[config.mk]
export PLATFORM = sky130hd
export DESIGN_NAME = sha256_message_hash_unit_flat
export DESIGN_NICKNAME = d
export VERILOG_FILES = /design/src/design/sha_pkg.sv /design/src/design/sha_in_if.sv /design/src/design/sha_out_if.sv /design/src/design/sha_datapath.sv /design/src/design/sha_ctrl.sv /design/src/design/sha256_message_hash_unit.sv /design/src/flat_wrapper.sv
export VERILOG_INCLUDE_DIRS = /design/src /design/src/design
export SDC_FILE = /design/constraint.sdc
export NUM_CORES = 2
export LEC_CHECK = 0
export ABC_CLOCK_PERIOD_IN_PS = 18220
export BUFFER_PORTS_ARGS = -buffer_cell sky130_fd_sc_hd__buf_4
export CELL_PAD_IN_SITES_DETAIL_PLACEMENT = 1
export CELL_PAD_IN_SITES_GLOBAL_PLACEMENT = 1
export CORE_ASPECT_RATIO = 0.8
export CORE_UTILIZATION = 45
export DETAILED_ROUTE_END_ITERATION = 10
export PLACE_DENSITY_LB_ADDON = 0.1
export SLEW_MARGIN = 20
export SYNTH_ARGS = -nofsm -noshare
export SYNTH_HDL_FRONTEND = slang
export SYNTH_HIERARCHICAL = 1
export SYNTH_SLANG_ARGS = --single-unit
export TNS_END_PERCENT = 10
[constraint.sdc]
create_clock -name clk -period 18.22 [get_ports clk]
set_clock_uncertainty 0.05 [all_clocks]
set_input_delay 3.644 -clock clk [delete_from_list [all_inputs] [get_ports clk]]
set_output_delay 3.644 -clock clk [all_outputs]
set_load 0.01 [all_outputs]
[src/design/sha256_message_hash_unit_defines.svh]
// assertion macros for the sha256 hash unit
`ifndef SHA256_MESSAGE_HASH_UNIT_DEFINES_SVH
`define SHA256_MESSAGE_HASH_UNIT_DEFINES_SVH

// implication checked on every rising clock edge outside reset
`define SHA_ASSERT_IMP(label, ante, cons, msg) \
  label: assert property (@(posedge clk) disable iff (!rst_n) (ante) |-> (cons)) \
    else $error(msg);

// next-cycle implication outside reset
`define SHA_ASSERT_NEXT(label, ante, cons, msg) \
  label: assert property (@(posedge clk) disable iff (!rst_n) (ante) |=> (cons)) \
    else $error(msg);

`endif

[src/design/sha_pkg.sv]
package sha_pkg;

  typedef logic [31:0] word_t;

  localparam int unsigned CntW = 61;
  localparam int unsigned NumRounds = 64;

  localparam logic [255:0] InitH = {
    32'h6a09e667, 32'hbb67ae85, 32'h3c6ef372, 32'ha54ff53a,
    32'h510e527f, 32'h9b05688c, 32'h1f83d9ab, 32'h5be0cd19
  };

  // datapath commands from the controller
  typedef struct packed {
    logic put_byte;     // store msg_byte at current position, count it
    logic put_pad;      // store 0x80 at current position
    logic put_len;      // write bit length into words 14 and 15
    logic start_comp;   // load working vars from chain value, round 0
    logic round;        // run one round
    logic finish_comp;  // add working vars into chain value, clear buffer
    logic shift_out;    // rotate chain value one word toward output
    logic restart;      // return to message start state
  } cmd_t;

  typedef struct packed {
    logic [5:0] pos;      // byte position within block
    logic       last_rnd; // round counter at 63
  } status_t;

  function automatic word_t rotr(input word_t x, input int unsigned n);
    rotr = (x >> n) | (x << (32 - n));
  endfunction

  function automatic word_t round_k(input logic [5:0] t);
    word_t k;
    case (t)
      6'd0: k = 32'h428a2f98; 6'd1: k = 32'h71374491; 6'd2: k = 32'hb5c0fbcf;
      6'd3: k = 32'he9b5dba5; 6'd4: k = 32'h3956c25b; 6'd5: k = 32'h59f111f1;
      6'd6: k = 32'h923f82a4; 6'd7: k = 32'hab1c5ed5; 6'd8: k = 32'hd807aa98;
      6'd9: k = 32'h12835b01; 6'd10: k = 32'h243185be; 6'd11: k = 32'h550c7dc3;
      6'd12: k = 32'h72be5d74; 6'd13: k = 32'h80deb1fe; 6'd14: k = 32'h9bdc06a7;
      6'd15: k = 32'hc19bf174; 6'd16: k = 32'he49b69c1; 6'd17: k = 32'hefbe4786;
      6'd18: k = 32'h0fc19dc6; 6'd19: k = 32'h240ca1cc; 6'd20: k = 32'h2de92c6f;
      6'd21: k = 32'h4a7484aa; 6'd22: k = 32'h5cb0a9dc; 6'd23: k = 32'h76f988da;
      6'd24: k = 32'h983e5152; 6'd25: k = 32'ha831c66d; 6'd26: k = 32'hb00327c8;
      6'd27: k = 32'hbf597fc7; 6'd28: k = 32'hc6e00bf3; 6'd29: k = 32'hd5a79147;
      6'd30: k = 32'h06ca6351; 6'd31: k = 32'h14292967; 6'd32: k = 32'h27b70a85;
      6'd33: k = 32'h2e1b2138; 6'd34: k = 32'h4d2c6dfc; 6'd35: k = 32'h53380d13;
      6'd36: k = 32'h650a7354; 6'd37: k = 32'h766a0abb; 6'd38: k = 32'h81c2c92e;
      6'd39: k = 32'h92722c85; 6'd40: k = 32'ha2bfe8a1; 6'd41: k = 32'ha81a664b;
      6'd42: k = 32'hc24b8b70; 6'd43: k = 32'hc76c51a3; 6'd44: k = 32'hd192e819;
      6'd45: k = 32'hd6990624; 6'd46: k = 32'hf40e3585; 6'd47: k = 32'h106aa070;
      6'd48: k = 32'h19a4c116; 6'd49: k = 32'h1e376c08; 6'd50: k = 32'h2748774c;
      6'd51: k = 32'h34b0bcb5; 6'd52: k = 32'h391c0cb3; 6'd53: k = 32'h4ed8aa4a;
      6'd54: k = 32'h5b9cca4f; 6'd55: k = 32'h682e6ff3; 6'd56: k = 32'h748f82ee;
      6'd57: k = 32'h78a5636f; 6'd58: k = 32'h84c87814; 6'd59: k = 32'h8cc70208;
      6'd60: k = 32'h90befffa; 6'd61: k = 32'ha4506ceb; 6'd62: k = 32'hbef9a3f7;
      default: k = 32'hc67178f2;
    endcase
    round_k = k;
  endfunction

endpackage

[src/design/sha_in_if.sv]
interface sha_in_if;
  logic       valid;
  logic       ready;
  logic [7:0] msg_byte;
  logic       has_byte;
  logic       end_of_message;
  modport source (output valid, msg_byte, has_byte, end_of_message, input ready);
  modport sink (input valid, msg_byte, has_byte, end_of_message, output ready);
endinterface

[src/design/sha_out_if.sv]
interface sha_out_if;
  logic        valid;
  logic        ready;
  logic [31:0] digest_word;
  logic [2:0]  word_index;
  logic        last_word;
  modport source (output valid, digest_word, word_index, last_word, input ready);
  modport sink (input valid, digest_word, word_index, last_word, output ready);
endinterface

[src/design/sha_datapath.sv]
module sha_datapath
  import sha_pkg::*;
(
  input  logic       clk,
  input  logic       rst_n,
  input  cmd_t       cmd,
  input  logic [7:0] msg_byte,
  output status_t    status,
  output word_t      out_word
);

  word_t           h_r [8];
  word_t           w_r [16];
  word_t           v_r [8];
  logic [5:0]      rnd_r;
  logic [CntW-1:0] cnt_r;

  logic [5:0]  pos;
  logic [7:0]  put_val;
  logic [3:0]  widx;
  logic [1:0]  bsel;
  word_t       w_new, t1, t2, s0, s1, e1, e0, ch, mj, wt;
  logic [63:0] bits;

  assign pos     = cnt_r[5:0];
  assign widx    = pos[5:2];
  assign bsel    = pos[1:0];
  assign put_val = cmd.put_pad ? 8'h80 : msg_byte;
  assign bits    = {cnt_r, 3'b000};
  assign wt      = w_r[0];

  always_comb begin
    s0    = rotr(w_r[1], 7) ^ rotr(w_r[1], 18) ^ (w_r[1] >> 3);
    s1    = rotr(w_r[14], 17) ^ rotr(w_r[14], 19) ^ (w_r[14] >> 10);
    w_new = w_r[0] + s0 + w_r[9] + s1;
    e1    = rotr(v_r[4], 6) ^ rotr(v_r[4], 11) ^ rotr(v_r[4], 25);
    ch    = (v_r[4] & v_r[5]) ^ (~v_r[4] & v_r[6]);
    t1    = v_r[7] + e1 + ch + round_k(rnd_r) + wt;
    e0    = rotr(v_r[0], 2) ^ rotr(v_r[0], 13) ^ rotr(v_r[0], 22);
    mj    = (v_r[0] & v_r[1]) ^ (v_r[0] & v_r[2]) ^ (v_r[1] & v_r[2]);
    t2    = e0 + mj;
  end

  always_ff @(posedge clk) begin
    if (!rst_n || cmd.restart) begin
      for (int i = 0; i < 8; i++) h_r[i] <= InitH[255 - 32*i -: 32];
      for (int i = 0; i < 16; i++) w_r[i] <= '0;
      cnt_r <= '0;
      rnd_r <= '0;
    end else begin
      if (cmd.put_byte || cmd.put_pad) begin
        w_r[widx] <= w_r[widx] | ({24'd0, put_val} << ({3'd0, ~bsel} * 5'd8));
      end
      if (cmd.put_byte) cnt_r <= cnt_r + 1'b1;
      if (cmd.put_len) begin
        w_r[14] <= bits[63:32];
        w_r[15] <= bits[31:0];
      end
      if (cmd.start_comp) begin
        for (int i = 0; i < 8; i++) v_r[i] <= h_r[i];
        rnd_r <= '0;
      end
      if (cmd.round) begin
        // message schedule runs as a 16-word shift window
        for (int i = 0; i < 15; i++) w_r[i] <= w_r[i+1];
        w_r[15] <= w_new;
        v_r[7] <= v_r[6];
        v_r[6] <= v_r[5];
        v_r[5] <= v_r[4];
        v_r[4] <= v_r[3] + t1;
        v_r[3] <= v_r[2];
        v_r[2] <= v_r[1];
        v_r[1] <= v_r[0];
        v_r[0] <= t1 + t2;
        rnd_r  <= rnd_r + 1'b1;
      end
      if (cmd.finish_comp) begin
        for (int i = 0; i < 8; i++) h_r[i] <= h_r[i] + v_r[i];
        for (int i = 0; i < 16; i++) w_r[i] <= '0;
      end
      if (cmd.shift_out) begin
        for (int i = 0; i < 7; i++) h_r[i] <= h_r[i+1];
        h_r[7] <= h_r[0];
      end
    end
  end

  assign status.pos      = pos;
  assign status.last_rnd = (rnd_r == 6'd63);
  assign out_word        = h_r[0];

endmodule

[src/design/sha_ctrl.sv]
`include "sha256_message_hash_unit_defines.svh"
module sha_ctrl
  import sha_pkg::*;
(
  input  logic       clk,
  input  logic       rst_n,
  input  logic       in_valid,
  input  logic       in_has_byte,
  input  logic       in_eom,
  output logic       in_ready,
  input  logic       out_ready,
  output logic       out_valid,
  output logic [2:0] out_idx,
  input  status_t    status,
  output cmd_t       cmd
);

  localparam logic [2:0] StIdle   = 3'd0;
  localparam logic [2:0] StStart  = 3'd1;
  localparam logic [2:0] StRound  = 3'd2;
  localparam logic [2:0] StFinish = 3'd3;
  localparam logic [2:0] StPad    = 3'd4;
  localparam logic [2:0] StLen    = 3'd5;
  localparam logic [2:0] StOut    = 3'd6;

  // what to do after a compression finishes
  localparam logic [1:0] AftIdle = 2'd0;
  localparam logic [1:0] AftPad  = 2'd1;
  localparam logic [1:0] AftLen  = 2'd2;
  localparam logic [1:0] AftOut  = 2'd3;

  logic [2:0] state_r, state_nxt;
  logic [1:0] after_r, after_nxt;
  logic [2:0] idx_r, idx_nxt;
  logic       acc;

  assign in_ready  = (state_r == StIdle);
  assign acc       = in_valid && in_ready;
  assign out_valid = (state_r == StOut);
  assign out_idx   = idx_r;

  always_comb begin
    state_nxt = state_r;
    after_nxt = after_r;
    idx_nxt   = idx_r;
    cmd       = '0;
    case (state_r)
      StIdle: begin
        if (acc) begin
          cmd.put_byte = in_has_byte;
          if (in_has_byte && status.pos == 6'd63) begin
            state_nxt = StStart;
            after_nxt = in_eom ? AftPad : AftIdle;
          end else if (in_eom) begin
            state_nxt = StPad;
          end
        end
      end
      StPad: begin
        cmd.put_pad = 1'b1;
        if (status.pos >= 6'd56) begin
          state_nxt = StStart;
          after_nxt = AftLen;
        end else begin
          state_nxt = StLen;
        end
      end
      StLen: begin
        cmd.put_len = 1'b1;
        state_nxt   = StStart;
        after_nxt   = AftOut;
      end
      StStart: begin
        cmd.start_comp = 1'b1;
        state_nxt      = StRound;
      end
      StRound: begin
        cmd.round = 1'b1;
        if (status.last_rnd) state_nxt = StFinish;
      end
      StFinish: begin
        cmd.finish_comp = 1'b1;
        idx_nxt         = '0;
        case (after_r)
          AftPad:  state_nxt = StPad;
          AftLen:  state_nxt = StLen;
          AftOut:  state_nxt = StOut;
          default: state_nxt = StIdle;
        endcase
      end
      StOut: begin
        if (out_ready) begin
          cmd.shift_out = 1'b1;
          idx_nxt       = idx_r + 1'b1;
          if (idx_r == 3'd7) begin
            cmd.restart = 1'b1;
            state_nxt   = StIdle;
          end
        end
      end
      default: state_nxt = StIdle;
    endcase
  end

  always_ff @(posedge clk) begin
    if (!rst_n) begin
      state_r <= StIdle;
      after_r <= AftIdle;
      idx_r   <= '0;
    end else begin
      state_r <= state_nxt;
      after_r <= after_nxt;
      idx_r   <= idx_nxt;
    end
  end

  `SHA_ASSERT_NEXT(a_round_then_finish, state_r == StRound && status.last_rnd,
                   state_r == StFinish, "compression did not finish after last round")
  `SHA_ASSERT_NEXT(a_last_word_idle, out_valid && out_ready && idx_r == 3'd7,
                   state_r == StIdle, "unit not idle after last digest word")
  `SHA_ASSERT_IMP(a_no_accept_busy, state_r != StIdle, !in_ready,
                  "input ready while busy")
  `SHA_ASSERT_NEXT(a_out_hold, out_valid && !out_ready,
                   out_valid && $stable(idx_r), "digest word dropped while stalled")

endmodule

[src/design/sha256_message_hash_unit.sv]
// sha-256 hash of a byte stream. one request carries a message byte (has_byte), an
// end-of-message flag, both or neither; the byte is taken before the message is
// closed. a byte request stores the byte into the block buffer, and every 64th byte
// of a block also starts a compression (64 rounds on one shared round unit, plus
// load and chain-value add). closing a message costs padding and one or two
// compressions, after which the eight digest words leave H0 first, one per accepted
// output cycle, with last_word on H7. the unit then starts the next message from
// the standard initial values. input ready is low while a compression or digest is
// in flight
`include "sha256_message_hash_unit_defines.svh"
module sha256_message_hash_unit
  import sha_pkg::*;
(
  input logic   clk,
  input logic   rst_n,
  sha_in_if.sink    in_ch,
  sha_out_if.source out_ch
);

  cmd_t       cmd;
  status_t    status;
  word_t      out_word;
  logic [2:0] out_idx;

  // sequencing of byte packing, padding, rounds and digest output
  sha_ctrl u_ctrl (
    .clk        (clk),
    .rst_n      (rst_n),
    .in_valid   (in_ch.valid),
    .in_has_byte(in_ch.has_byte),
    .in_eom     (in_ch.end_of_message),
    .in_ready   (in_ch.ready),
    .out_ready  (out_ch.ready),
    .out_valid  (out_ch.valid),
    .out_idx    (out_idx),
    .status     (status),
    .cmd        (cmd)
  );

  // block buffer, schedule window, working variables and chain value
  sha_datapath u_dp (
    .clk     (clk),
    .rst_n   (rst_n),
    .cmd     (cmd),
    .msg_byte(in_ch.msg_byte),
    .status  (status),
    .out_word(out_word)
  );

  assign out_ch.digest_word = out_word;
  assign out_ch.word_index  = out_idx;
  assign out_ch.last_word   = (out_idx == 3'd7);

  `SHA_ASSERT_IMP(a_last_flag, out_ch.valid && out_ch.last_word, out_idx == 3'd7,
                  "last word flag on wrong index")
  `SHA_ASSERT_IMP(a_exclusive, in_ch.ready, !out_ch.valid,
                  "input open while digest pending")
  `SHA_ASSERT_NEXT(a_word_step, out_ch.valid && out_ch.ready && out_idx != 3'd7,
                   out_ch.valid && out_idx == $past(out_idx) + 3'd1,
                   "digest words out of order")

endmodule

[src/flat_wrapper.sv]
// flat-port wrapper written by rule: the top's interface ports become plain ports
module sha256_message_hash_unit_flat import sha_pkg::*;
  (clk, rst_n, in_ch_valid, in_ch_msg_byte, in_ch_has_byte, in_ch_end_of_message, in_ch_ready, out_ch_valid, out_ch_digest_word, out_ch_word_index, out_ch_last_word, out_ch_ready);
  sha_in_if in_ch_i ();
  sha_out_if out_ch_i ();
  input logic clk;
  input logic rst_n;
  input wire logic [$bits(in_ch_i.valid)-1:0] in_ch_valid;
  input wire logic [$bits(in_ch_i.msg_byte)-1:0] in_ch_msg_byte;
  input wire logic [$bits(in_ch_i.has_byte)-1:0] in_ch_has_byte;
  input wire logic [$bits(in_ch_i.end_of_message)-1:0] in_ch_end_of_message;
  output wire logic [$bits(in_ch_i.ready)-1:0] in_ch_ready;
  output wire logic [$bits(out_ch_i.valid)-1:0] out_ch_valid;
  output wire logic [$bits(out_ch_i.digest_word)-1:0] out_ch_digest_word;
  output wire logic [$bits(out_ch_i.word_index)-1:0] out_ch_word_index;
  output wire logic [$bits(out_ch_i.last_word)-1:0] out_ch_last_word;
  input wire logic [$bits(out_ch_i.ready)-1:0] out_ch_ready;
  assign in_ch_i.valid = in_ch_valid;
  assign in_ch_i.msg_byte = in_ch_msg_byte;
  assign in_ch_i.has_byte = in_ch_has_byte;
  assign in_ch_i.end_of_message = in_ch_end_of_message;
  assign in_ch_ready = in_ch_i.ready;
  assign out_ch_valid = out_ch_i.valid;
  assign out_ch_digest_word = out_ch_i.digest_word;
  assign out_ch_word_index = out_ch_i.word_index;
  assign out_ch_last_word = out_ch_i.last_word;
  assign out_ch_i.ready = out_ch_ready;
  sha256_message_hash_unit u_core (.clk(clk), .rst_n(rst_n), .in_ch(in_ch_i), .out_ch(out_ch_i));
endmodule
==> results.toml <==
[detailed_routing]
avgRoutedWirePerCell_um = 32.77
detailroute.via_count = 65290
drt-pass1-iter-count = 5
drtIter0Drc = 8735
wirelength_mm = 323.1
drc = 0
via_per_inst = 6.622
antenna_left = 0

[timing]
setup_viol = 0
fmaxAchievable_mhz = 109.7
rsz0062_at_grt = "false"
maxSlewViolCount = 0
setup_ws_ns = 9.102
holdWs_ns = 0.4531
slew_headroom_pct = 19.78
period_minus_slack_ns = 9.118
hold_viol = 0
worstMarginPinSlew_ns = 1.203
post-route-period-util_pct = 50.04
fin_setup_tns_ns = 0

[pwr]
leakagePower_uw = 0.03108
p_sw_uw = 4282
power_uw = 10730
pwr-share-clk_pct = 26.2
switching_share_pct = 39.92
seq_power_share_pct = 30.4
power.density_nw_per_um2 = 125.2
comb_power_share_pct = 43.3
power.internal_uw = 6444
ir_drop_mv = 0.09698

[yosys]
yosys_warnings = 6
synth_area_leaders = "edfxtp_1 (39%), ha_1 (6.2%), o21ai_0 (5.4%)"
ys_seq_area_share_pct = 41.84
avgSynthCellArea_um2 = 10.30
syn_inst = 7654
synth_cell_types = 106
synth_area_um2 = 78810
synth_edf_count = 1024
synth_nets = 8255
ys_dominant_reg_cell = "edfxtp_1"
synth_top_area_share_pct = 39.02
ys_ff_latch = 1135
yosys.area.top_type = "edfxtp_1"
synthArstFlopShare_pct = 0

[cells_and_area]
fin_nets = 8068
area_growth_pct = 8.678
layout-drive-gt1-share_pct = 11.61

[clock_network]
numCtsBuffers = 135
htreeDepth = 4
cts_resized = 0
insertion_delay_ns = 0.80
clock_path_buffers = 3
ctsHoldBuffers = 0
post_cts_buffers = 0
cts_sinks = 1135
clk_pin_slew_ns = 0.06
cts_tree = "done"
root_buffer = "clkbuf_16"

[setup_path]
crit_path_max_incr_delay_ns = 0.63
worstPathArrival_ns = 9.58
crit_path_top_delay_cell = "edfxtp_1"
end_kind = "register"
path_class = "reg2reg"
crit_required_ns = 18.68
worst_path_most_repeated_cell = "fa_1"
worstPathMaxFanout = 6
start_kind = "register"

[status]
outcome = "finished, final reports clean"

[global_route]
grt_pass1_vias = 63000
grt_max_degree = 199
gr-total-overflow = 0
gr-usage-all-layers_pct = 35.80
grt_use_met3_pct = 8.807
met2_usage_pct = 47.13
antenna_found_initial = 13
grt_most_used_layer = "met1"
grt_pass1_wl_mm = 461.1
use_met1_pct = 57.52

[place]
hpwl_mm = 238.9
io_buffers = 51
gp_congestion = 0.9836
place_ws_ns = 9.291

[floorplanning]
die_h_um = 376.3
die-area_um2 = 176800
die_x_um = 469.9
core-area_um2 = 172900
ios = 52
initial_core_util_pct = 45.58
fp-row-count = 136

[worst_hold_path]
hold_class = "reg2reg"

[job]
cap_violations = 0
==> cells in the final DEF, fill, tap and decap left out, drive strengths merged, types with 185 or more instances in the layout <==
cell type	instances
xor2	226
xnor2	385
buf	186
a21oi	507
fa	195
edfxtp	1024
a21o	185
inv	331
nand2	761
nor2	450
ha	392
mux2	225
nand3	239
o21ai	869
==> per-layer routing <==
layer	routed length, um	share of wire [%]	vias up
met5	0	0	-
met4	6718	2.1	0
met3	36980	11	363
met2	125700	39	3300
met1	153800	48	33850
li1	-	-	27780
==> power groups by stage <==
stage / sequential, uW / clock (uW) / combinational [uW]
after floorplan: 3180 / 0 / 3260
after global placement: 3300 / 0 / 4440
after detailed placement: 3310 / 0 / 4500
after CTS: 3250 / 2860 / 4550
after global routing: 3270 / 2940 / 5050
final: 3270 / 2810 / 4650
==> area by class of cell <==
class                   count  area [um^2]
clock inverters            80        892.1
repair buffers            186         1434
clock buffers             168         3562
diodes                      5        12.51
fillers                 18680        87240
flip-flops and latches   1135        32980
inverters                 323         1212
well taps                2277         2849
multi-input cells        5686        42700
==> per-stage QoR <==
step | util (%) | std cells | area [um^2]
finish | 49.54 | 9860 | 85650
global placement | 46.91 | 9606 | 81110
global route | 49.53 | 9856 | 85640
CTS | 49.51 | 9855 | 85590
floorplan | - | 7654 | 78810
detailed placement | 46.93 | 9607 | 81140
==> critical path, delay by kind of cell (launching register included) <==
family | cells | cell delay, ns
xor gates and xnor gates | 4 | 1.10
AOI/OAI and AO/OA | 15 | 3.46
DFF | 1 | 0.63
adders and majority gates | 6 | 2.70
buffers and inverters | 3 | 0.14
and+or+nand+nor | 3 | 0.71
==> sequential cells by signal (all words and copies together) (netlist names), named ones only <==
signal / cells
u_core/u_dp/w_r: 512
u_core/u_dp/v_r: 256
u_core/u_dp/cnt_r: 61
u_core/u_ctrl/out_idx: 3
u_core/u_ctrl/after_r: 2
u_core/u_dp/rnd_r: 6
u_core/u_dp/h_r: 256
u_core/u_ctrl/state_r: 3
==> final timing paths <==
kind              cells after the start  slack [ns]                                    end                             startpoint
setup / recovery                     31        9.10       u_core/u_dp/v_r[0][29]$_DFFE_PP_      u_core/u_dp/v_r[0][155]$_DFFE_PP_
setup reg to reg                     31        9.10       u_core/u_dp/v_r[0][29]$_DFFE_PP_      u_core/u_dp/v_r[0][155]$_DFFE_PP_
hold reg to reg                       2        0.45  u_core/u_ctrl/out_idx[1]$_SDFFE_PN0P_  u_core/u_ctrl/out_idx[1]$_SDFFE_PN0P_
hold / removal                        2        0.45  u_core/u_ctrl/out_idx[1]$_SDFFE_PN0P_  u_core/u_ctrl/out_idx[1]$_SDFFE_PN0P_
==> Yosys cell counts (all sizes together), types with 12 or more instances <==
cell type  number
edfxtp       1024
o21ai         869
nand2         761
a21oi         507
nor2          450
ha            392
xnor2         385
clkbuf        378
inv           321
nand3         239
xor2          226
mux2          225
fa            195
a21o          185
mux4          160
buf           132
dfxtp         111
nor3           91
a211oi         78
nand2b         68
a221oi         66
and3           64
o211ai         62
a31oi          58
o21a           56
nor2b          44
o21bai         44
o31ai          39
nand4          32
or3            29
and2           22
a22o           21
o22a           21
o22ai          19
nor4           17
and4           16
o311ai         16
mux2i          15
a311oi         12
o2111ai        12
o221ai         12
o31a           12
or2            12
==> cells by family after synthesis <==
kind of cell,synth area share [%]
simple gates,10.73
fa+ha+maj,11.23
mux,7.978
flops,41.84
compound gates,17.17
xor+xnor,6.790
buf+inv,4.264
Note: power is estimated with default switching activity, not from simulation.
